## config.mk

```make
export PLATFORM = sky130hd
export DESIGN_NAME = keycode_packet_translator_top
export DESIGN_NICKNAME = d
export VERILOG_FILES = /design/src/sv/kpt_pkg.sv /design/src/sv/kpt_judge.sv /design/src/sv/keycode_packet_translator_top.sv
export SDC_FILE = /design/constraint.sdc
export NUM_CORES = 1
export LEC_CHECK = 0
export BUFFER_PORTS_ARGS = -buffer_cell sky130_fd_sc_hd__buf_2
export CAP_MARGIN = 20
export CORE_UTILIZATION = 53
export CTS_CLUSTER_DIAMETER = 80
export DETAILED_ROUTE_END_ITERATION = 6
export PLACE_DENSITY = 0.81
export SLEW_MARGIN = 40
export SYNTH_ARGS = -nofsm -noshare
export SYNTH_HDL_FRONTEND = slang
export SYNTH_SLANG_ARGS = --single-unit
```

## constraint.sdc

```tcl
create_clock -name i_clk -period 3.8 [get_ports i_clk]
set_input_delay 0.76 -clock i_clk [delete_from_list [all_inputs] [get_ports i_clk]]
set_output_delay 0.76 -clock i_clk [all_outputs]
set_load 0.02 [all_outputs]
```

## src/sv/kpt_pkg.sv

```systemverilog
package kpt_pkg;

    typedef logic [7:0] t_byte;

    localparam int ADDR_W = 3;
    localparam int DATA_W = 32;

    localparam logic REG_DEVICE_ID = 1'b0;

    localparam t_byte DEVICE_ID_RESET = 8'd192;
    localparam t_byte CAPS_KEY_CODE   = 8'h56;
    localparam t_byte CASE_OFFSET     = 8'd32;
    localparam t_byte LOWER_FIRST     = 8'h61;
    localparam t_byte LOWER_LAST      = 8'h7a;

    localparam logic [1:0] POS_SHIFT  = 2'd0;
    localparam logic [1:0] POS_DEVICE = 2'd1;
    localparam logic [1:0] POS_CODE   = 2'd2;
    localparam logic [1:0] POS_NULL   = 2'd3;

    typedef struct packed {
        logic  hit;
        t_byte ch;
    } t_xlat;

    typedef struct packed {
        logic [1:0] count;
        t_byte      char0;
        logic       last0;
        t_byte      char1;
        logic       caps_toggle;
    } t_judge;

    function automatic t_xlat xlat_lookup(input t_byte code);
        t_xlat r;
        r.hit = 1'b1;
        unique case (code)
            8'h24: r.ch = 8'd9;
            8'h25: r.ch = 8'd13;
            8'h27: r.ch = 8'd8;
            8'h30: r.ch = 8'd48;
            8'h31: r.ch = 8'd49;
            8'h32: r.ch = 8'd50;
            8'h33: r.ch = 8'd51;
            8'h34: r.ch = 8'd52;
            8'h35: r.ch = 8'd53;
            8'h36: r.ch = 8'd54;
            8'h37: r.ch = 8'd55;
            8'h38: r.ch = 8'd56;
            8'h39: r.ch = 8'd57;
            8'h50: r.ch = 8'd13;
            8'h54: r.ch = 8'd27;
            8'h55: r.ch = 8'd27;
            8'h58: r.ch = 8'd24;
            8'h70: r.ch = 8'd45;
            8'h71: r.ch = 8'd42;
            8'h72: r.ch = 8'd43;
            8'h73: r.ch = 8'd47;
            8'h74: r.ch = 8'd44;
            8'h75: r.ch = 8'd13;
            8'h76: r.ch = 8'd9;
            8'h77: r.ch = 8'd46;
            default: begin
                r.hit = 1'b0;
                r.ch  = 8'd0;
            end
        endcase
        return r;
    endfunction

endpackage

```

## src/sv/kpt_judge.sv

```systemverilog
module kpt_judge (
    input  logic           i_shift,
    input  kpt_pkg::t_byte i_device,
    input  kpt_pkg::t_byte i_code,
    input  logic           i_caps,
    input  kpt_pkg::t_byte i_dev_id,
    output kpt_pkg::t_judge o_judge
);
    import kpt_pkg::*;

    t_xlat w_xlat;
    logic  w_lower;

    assign w_xlat  = xlat_lookup(i_code);
    assign w_lower = i_caps && (i_code >= LOWER_FIRST) && (i_code <= LOWER_LAST);

    always_comb begin
        o_judge.count       = 2'd0;
        o_judge.char0       = i_code;
        o_judge.last0       = 1'b1;
        o_judge.char1       = i_code;
        o_judge.caps_toggle = 1'b0;
        priority if (i_device != i_dev_id) begin
            o_judge.count = 2'd0;
        end else if (!i_shift) begin
            o_judge.count = 2'd1;
            o_judge.char0 = w_lower ? (i_code - CASE_OFFSET) : i_code;
        end else if (i_code == CAPS_KEY_CODE) begin
            o_judge.caps_toggle = 1'b1;
        end else if (w_xlat.hit) begin
            o_judge.count = 2'd1;
            o_judge.char0 = w_xlat.ch;
        end else begin
            // Untranslated special key: zero lead-in, then the raw code.
            o_judge.count = 2'd2;
            o_judge.char0 = 8'd0;
            o_judge.last0 = 1'b0;
        end
    end

endmodule

```

## src/sv/keycode_packet_translator_top.sv

```systemverilog
// A result beat is offered from the result queue once the fourth byte of its packet has
// passed the input register and been judged with the registered shift, device and code.
// Throughput: one input byte per cycle while the result queue has room for its beats;
// a packet gives at most two result beats, held in a two-entry result queue.
// Reset: synchronous, active low; clears packet position, caps lock and the result queue,
// and sets the keyboard device id register to 192.
module keycode_packet_translator_top (
    input  logic                          i_clk,
    input  logic                          i_rst_n,
    input  logic                          psel,
    input  logic                          penable,
    input  logic                          pwrite,
    input  logic [kpt_pkg::ADDR_W-1:0]    paddr,
    input  logic [kpt_pkg::DATA_W-1:0]    pwdata,
    output logic [kpt_pkg::DATA_W-1:0]    prdata,
    output logic                          pready,
    input  logic                          i_rx_valid,
    output logic                          o_rx_ready,
    input  kpt_pkg::t_byte                i_rx_byte,
    output logic                          o_key_valid,
    input  logic                          i_key_ready,
    output kpt_pkg::t_byte                o_key_char,
    output logic                          o_last
);
    import kpt_pkg::*;

    t_byte      r_dev_id;
    logic       r_in_valid;
    t_byte      r_in_byte;
    logic [1:0] r_pos, n_pos;
    logic       r_shift, n_shift;
    t_byte      r_device, n_device;
    t_byte      r_code, n_code;
    logic       r_caps, n_caps;
    t_byte      r_q_char [2];
    t_byte      n_q_char [2];
    logic [1:0] r_q_last, n_q_last;
    logic [1:0] r_q_cnt, n_q_cnt;

    t_judge     w_judge;
    logic [1:0] w_need;
    logic       w_fits;
    logic       w_advance;
    logic       w_pop;
    logic       w_cfg_hit;

    kpt_judge u_judge (
        .i_shift  (r_shift),
        .i_device (r_device),
        .i_code   (r_code),
        .i_caps   (r_caps),
        .i_dev_id (r_dev_id),
        .o_judge  (w_judge)
    );

    assign w_cfg_hit = (paddr[ADDR_W-1:2] == REG_DEVICE_ID);
    assign pready    = 1'b1;
    assign prdata    = w_cfg_hit ? {{(DATA_W-8){1'b0}}, r_dev_id} : '0;

    assign w_need     = (r_pos == POS_NULL) ? w_judge.count : 2'd0;
    assign w_fits     = (w_need <= (2'd2 - r_q_cnt));
    assign w_advance  = r_in_valid && w_fits;
    assign o_rx_ready = !r_in_valid || w_fits;

    assign w_pop       = (r_q_cnt != 2'd0) && i_key_ready;
    assign o_key_valid = (r_q_cnt != 2'd0);
    assign o_key_char  = r_q_char[0];
    assign o_last      = r_q_last[0];

    always_comb begin
        n_pos    = r_pos;
        n_shift  = r_shift;
        n_device = r_device;
        n_code   = r_code;
        n_caps   = r_caps;
        if (w_advance) begin
            n_pos = r_pos + 2'd1;
            unique case (r_pos)
                POS_SHIFT:  n_shift  = r_in_byte[7];
                POS_DEVICE: n_device = r_in_byte;
                POS_CODE:   n_code   = r_in_byte;
                POS_NULL:   n_caps   = r_caps ^ w_judge.caps_toggle;
            endcase
        end
    end

    always_comb begin
        n_q_char = r_q_char;
        n_q_last = r_q_last;
        n_q_cnt  = r_q_cnt;
        if (w_pop) begin
            n_q_char[0] = r_q_char[1];
            n_q_last[0] = r_q_last[1];
            n_q_cnt     = r_q_cnt - 2'd1;
        end
        if (w_advance && (w_need != 2'd0)) begin
            n_q_char[n_q_cnt[0]] = w_judge.char0;
            n_q_last[n_q_cnt[0]] = w_judge.last0;
            if (w_need == 2'd2) begin
                n_q_char[1] = w_judge.char1;
                n_q_last[1] = 1'b1;
            end
            n_q_cnt = n_q_cnt + w_need;
        end
    end

    always_ff @(posedge i_clk) begin
        if (!i_rst_n) begin
            r_dev_id   <= DEVICE_ID_RESET;
            r_in_valid <= 1'b0;
            r_pos      <= POS_SHIFT;
            r_shift    <= 1'b0;
            r_device   <= 8'd0;
            r_code     <= 8'd0;
            r_caps     <= 1'b0;
            r_q_cnt    <= 2'd0;
        end else begin
            if (psel && penable && pwrite && w_cfg_hit) begin
                r_dev_id <= pwdata[7:0];
            end
            if (o_rx_ready) begin
                r_in_valid <= i_rx_valid;
            end
            r_pos    <= n_pos;
            r_shift  <= n_shift;
            r_device <= n_device;
            r_code   <= n_code;
            r_caps   <= n_caps;
            r_q_cnt  <= n_q_cnt;
        end
    end

    always_ff @(posedge i_clk) begin
        if (o_rx_ready && i_rx_valid) begin
            r_in_byte <= i_rx_byte;
        end
        r_q_char <= n_q_char;
        r_q_last <= n_q_last;
    end

endmodule

```

# == Word level (Yosys, flattened, before mapping) ==
# Cells that the tools add are included.
# classes
add_sub_neg,5
order_cmp,7
n_eq_ne,31
mux,28
bitwise_logic,3
n_reduce_logical,24
# ops
operator,n
$pmux W6 S21,1
$eq A8 B6 Y1 const B,13
$eq A8 B7 Y1 const B,13
$mux W8,5
$reduce_or A25 Y1,1
$mux W10,2
$bwmux W16,1
$mux W16,1
$logic_and A1 B1 Y1,11
$mux W11,1
$mux W1,9
$mux W9,1
$demux W8 S1,1
$ge A8 B7 Y1 const B,1
$le A8 B7 Y1 const B,1
$mux W2,4
$ne A8 B8 Y1,1
$reduce_and A2 Y1,4
$sub A8 B6 Y8 const B,1
$eq A2 B2 Y1 const B,3
$reduce_bool A2 Y1,2
$reduce_or A2 Y1,2
$reduce_or A3 Y1,1
$add A2 B1 Y2 const B,1
other kinds (17),17
# word_totals
reg_bits,57
in_bits,50
out_inout_bits,44

# == Depth between registers and ports, before layout ==
# depth
ltp_word,12
mapped_depth,16
mapped_depth_nobuf,13

# == Hierarchy ==
# Synthesis repeated with hierarchy kept, for this count alone.
# hier_totals
cells_unflattened,415
hier_area_um2,3523.4
# by_module_without_submodules
mod,n_inst,cells_per_inst,area_each_um2
keycode_packet_translator_top,1,290,2745.1
kpt_judge,1,125,778.2

# == Least setup slack after synthesis ==
# No wires, ideal clock.
# synth_timing
kind,reg-to-reg
startpoint,register r_code[2]
endpoint,register with a tool-made name
setup_time_ns,0.375
t_arrival_ns,2.995
required_time_ns,3.425
slack_ns,0.430
path_stages_with_launch,14
path_buffers,2
cell_sequence,dfxtp_1 > buf_4 > nor4bb_1 > a2bb2oi_1 > o21ai_1 > nor3_2 > and3_1 > ha_1 > nor2b_1 > o21ai_0 > and2_1 > buf_2 > and3_1 > a21boi_1
# synth_rtl
item,line,source
from (decl),keycode_packet_translator_top.sv:33,"t_byte r_code, n_code;"
from (signal assigned),keycode_packet_translator_top.sv:127,r_code <= n_code;

# == Worst setup path after layout ==
# layout_timing
startpoint,register r_code[1]
endpoint,output port o_rx_ready
# layout_via
elab_chain_len,10
# layout_rtl
item,line,source
$eq A8 B6 Y1 / $eq A8 B7 Y1 (equally long branches),kpt_pkg.sv:37,unique case (code)
$reduce_or A25 Y1 (no source line),--,
$mux W1,kpt_pkg.sv:37,
$mux W10,kpt_judge.sv:30,end else if (w_xlat.hit) begin
$mux W11 (*),kpt_judge.sv:28,end else if (i_code == CAPS_KEY_CODE) begin
$mux W10 (*),kpt_judge.sv:25,end else if (!i_shift) begin
$mux W2 (*),kpt_judge.sv:23,priority if (i_device != i_dev_id) begin
$mux W2 (*),keycode_packet_translator_top.sv:60,assign w_need = (r_pos == POS_NULL) ? w_judge.count : 2'd0;
$le A2 B2 Y1 (*),keycode_packet_translator_top.sv:61,assign w_fits = (w_need <= (2'd2 - r_q_cnt));
$logic_or A1 B1 Y1 (*),keycode_packet_translator_top.sv:63,assign o_rx_ready = !r_in_valid || w_fits;
to (decl),keycode_packet_translator_top.sv:18,"output logic o_rx_ready,"
# Mark *: on every way between the ends. The rest lies on a longest branch, timed or not.

==> run_results.csv <==
group,metric,value,unit
status,outcome,"completed",
floorplanning,die-area,0.00693,mm²
logic_synthesis,ys.flop_type,"dfxtp_1",
logic_synthesis,synth_adder_area_share,3.22,%
power_and_ir_drop,p_leak,1.52,nW
route,dr.pass1.iters,5,
min_path,holdCritStartpoint,"r_device[3]",
cts,cts_tree,"yes",
worst_setup_path,setup.worst_path.end_class,"output port",
worst_setup_path,regToRegEndpoint,"r_q_cnt[1]",
cts,root_buffer,"clkbuf_8",
power_and_ir_drop,vdd_drop_max,0.373,mV
floorplanning,coreArea,0.00635,mm²
route,drc,0,
logic_synthesis,synth-simple-area-share,22.3,%
cts,clk_path_buf_depth,2,
cts,clk_pin_slew,0.07,ns
placement,gp_congestion,0.897,
floorplanning,die_width,83.2,µm
sta,slew_viol_final,0,
floorplanning,io_pins,94,
worst_setup_path,r2r_slack,0.40,ns
cells_and_area,nets,484,
cells_and_area,fin_cells,507,
global_routing,grt_max_degree,29,
sta,timing.fmax,0.273,GHz
sta,whs,0.483,ns
cells_and_area,area_delta_synth_final,11.6,%
sta,setup_viol,0,
sta,tightest_slew,0.578,ns
logic_synthesis,synth_top_family_by_area,"simple AND/OR/NAND/NOR gates",
worst_setup_path,cp_max_fo,15,
logic_synthesis,synth-xor-area-share,3.01,%
cells_and_area,final_util,61.4,%
global_routing,grt_pass1_vias,2775,
worst_setup_path,slowest_stage,"or4_4",
floorplanning,fp-row-count,29,
placement,portBuffers,42,
worst_setup_path,startpoint,"r_code[1]",
worst_setup_path,arrival,2.91,ns
cells_and_area,most-common-layout-cells,"nand2_1 (46), buf_2 (41), dfxtp_1 (34), conb_1 (25), nand3_1 (24)",
logic_synthesis,synth.distinct_cells,66,
logic_synthesis,ys_seq_area_share,37.5,%
sta,maxSlewHeadroom,61.4,%
global_routing,gr-total-overflow,0,
logic_synthesis,synth.ff_latch_count,57,
cells_and_area,diodes,0,
sta,timing.final.hold_violations,0,
worst_setup_path,r2r_cells,13,
route,routedWlPerCell,14.9,µm
worst_setup_path,slowest_delay,0.56,ns
sta,post-route-period-util,96.5,%
placement,dp_hpwl,5380,µm
cts,cts_max_level,3,
worst_setup_path,r2r_start,"r_code[1]",
logic_synthesis,synth_compound_area_share,15.4,%
cts,hold_buffers,0,
logic_synthesis,netlist_instances,390,
cells_and_area,final_common_cell,"nand2_1",
min_path,whs_path_depth,2,
power_and_ir_drop,power.density,514,mW/mm²
cells_and_area,final_layout_size_suffix_gt1_share,22.3,%
global_routing,groute.usage.overall,22.4,%
cts,clock_sink_count,57,
placement,dp_cells,490,
job,cap_violations,0,
power_and_ir_drop,total_power,0.00201,W
floorplanning,fp.dieH,83.2,µm
sta,fin_skew,0.00599,ns
route,vias_per_cell,5.69,
worst_setup_path,critPathLaunchType,"register",
worst_setup_path,crit_required,3.04,ns
route,drtIter0Drc,265,
floorplanning,initial_core_util,55.1,%
logic_synthesis,synth.cell_area,0.00350,mm²
global_routing,antenna_found_initial,0,
logic_synthesis,async_flop_share,0,%
sta,min_period,3.67,ns
cts,insertion_delay,0.34,ns
worst_setup_path,path_class,"reg -> out",
global_routing,grt_pass1_wl,12400,µm
sta,rsz0062_at_grt,"no",
logic_synthesis,yosys-mux-area-fraction,6.65,%
logic_synthesis,ys_warn_count,0,
logic_synthesis,syn_area_per_cell,8.97,µm²
logic_synthesis,synth_edf_count,17,
cts,cts_made_buffers,9,
sta,finalSetupTns,0,ns
min_path,hp-class,"reg -> reg",
route,num_vias,2884,
route,wirelength,7560,µm
min_path,holdPathEnd,"r_device[3]",
route,ant_nets,0,
worst_setup_path,path_cells,"or4_4 -> nor2_1 -> a221o_1 -> nor3_2 -> and3_1 -> ha_1 -> nor2b_1 -> o211ai_1 -> buf_4",
[report_power, final]
part	internal, W	leakage [nW]	switching [W]
registers	0.000718	0.494	0.0000551
logic	0.000220	0.913	0.000360
clock network	0.000402	0.117	0.000249
[metal layers]
layer  GRT usage (%)  routed length [µm]
met2            37.2                3760
met1            26.2                3220
met3            5.86                 366
met4            12.7                 210
met5               0                   0
[kinds of logic after synthesis]
group | Yosys count
AO/OA/AOI/OAI | 76
buffers and inverters | 70
adder cells (fa/ha/maj) | 9
multiplexers | 23
flip-flops | 57
XOR/XNOR | 12
other | 2
AND/OR/NAND/NOR | 141
[per-stage QoR]
| step | setup WS, ns | instance area, µm² |
|---|---|---|
| detailed placement | 0.247 | 3640 |
| global placement | 0.287 | 3640 |
| global route | 0.00263 | 3900 |
| finish | 0.132 | 3900 |
| CTS | 0.0525 | 3870 |
| floorplan | 0.430 | 3580 |
[worst max-delay path, delay by kind of cell, from the launching register on]
family,cells,cell delay (ns)
simple gates,5,1.14
buf+inv,1,0.20
compound gates,2,0.51
fa+ha+maj,1,0.30
flops,1,0.41
[synth_stat cells, types with 9 or more instances]
cell type / count / area (µm²)
a21boi_0: 18 / 135
a21oi_1: 16 / 80.1
buf_4: 35 / 263
clkbuf_1: 12 / 45.0
dfxtp_1: 40 / 801
edfxtp_1: 17 / 510
ha_1: 9 / 113
inv_1: 14 / 52.6
mux2i_1: 21 / 210
nand2_1: 46 / 173
nand3_1: 24 / 120
nor2_1: 12 / 45.0
nor2b_1: 13 / 81.3
[timing repair]
action | in CTS | in global routing
endpoints found under the hold margin | 0 | 0
gates resized for setup | 1 | 10
pin swaps | 0 | 2
buffers inserted | 0 | 1
setup endpoints to repair | 1 | 1
[how the worst max path moves through the flow]
stage,to,depth (start not counted),slack [ns]
floorplan,register,13,0.43
global placement,r_q_cnt[1],13,0.29
detailed placement,r_q_cnt[1],12,0.25
CTS,o_rx_ready,9,0.05
global route,o_rx_ready,9,0.003
finish,o_rx_ready,9,0.13
[final cells by class]
class                      instances  area [µm²]
tap                               77        96.3
inverter                          14        52.6
timing repair buffer              57         325
fill                             550        2450
multi-input combinational        286        1880
sequential                        57        1320
clock buffer                      11         151
clock inverter                     5        77.6
No activity file was read; power rests on OpenSTA's default activity.
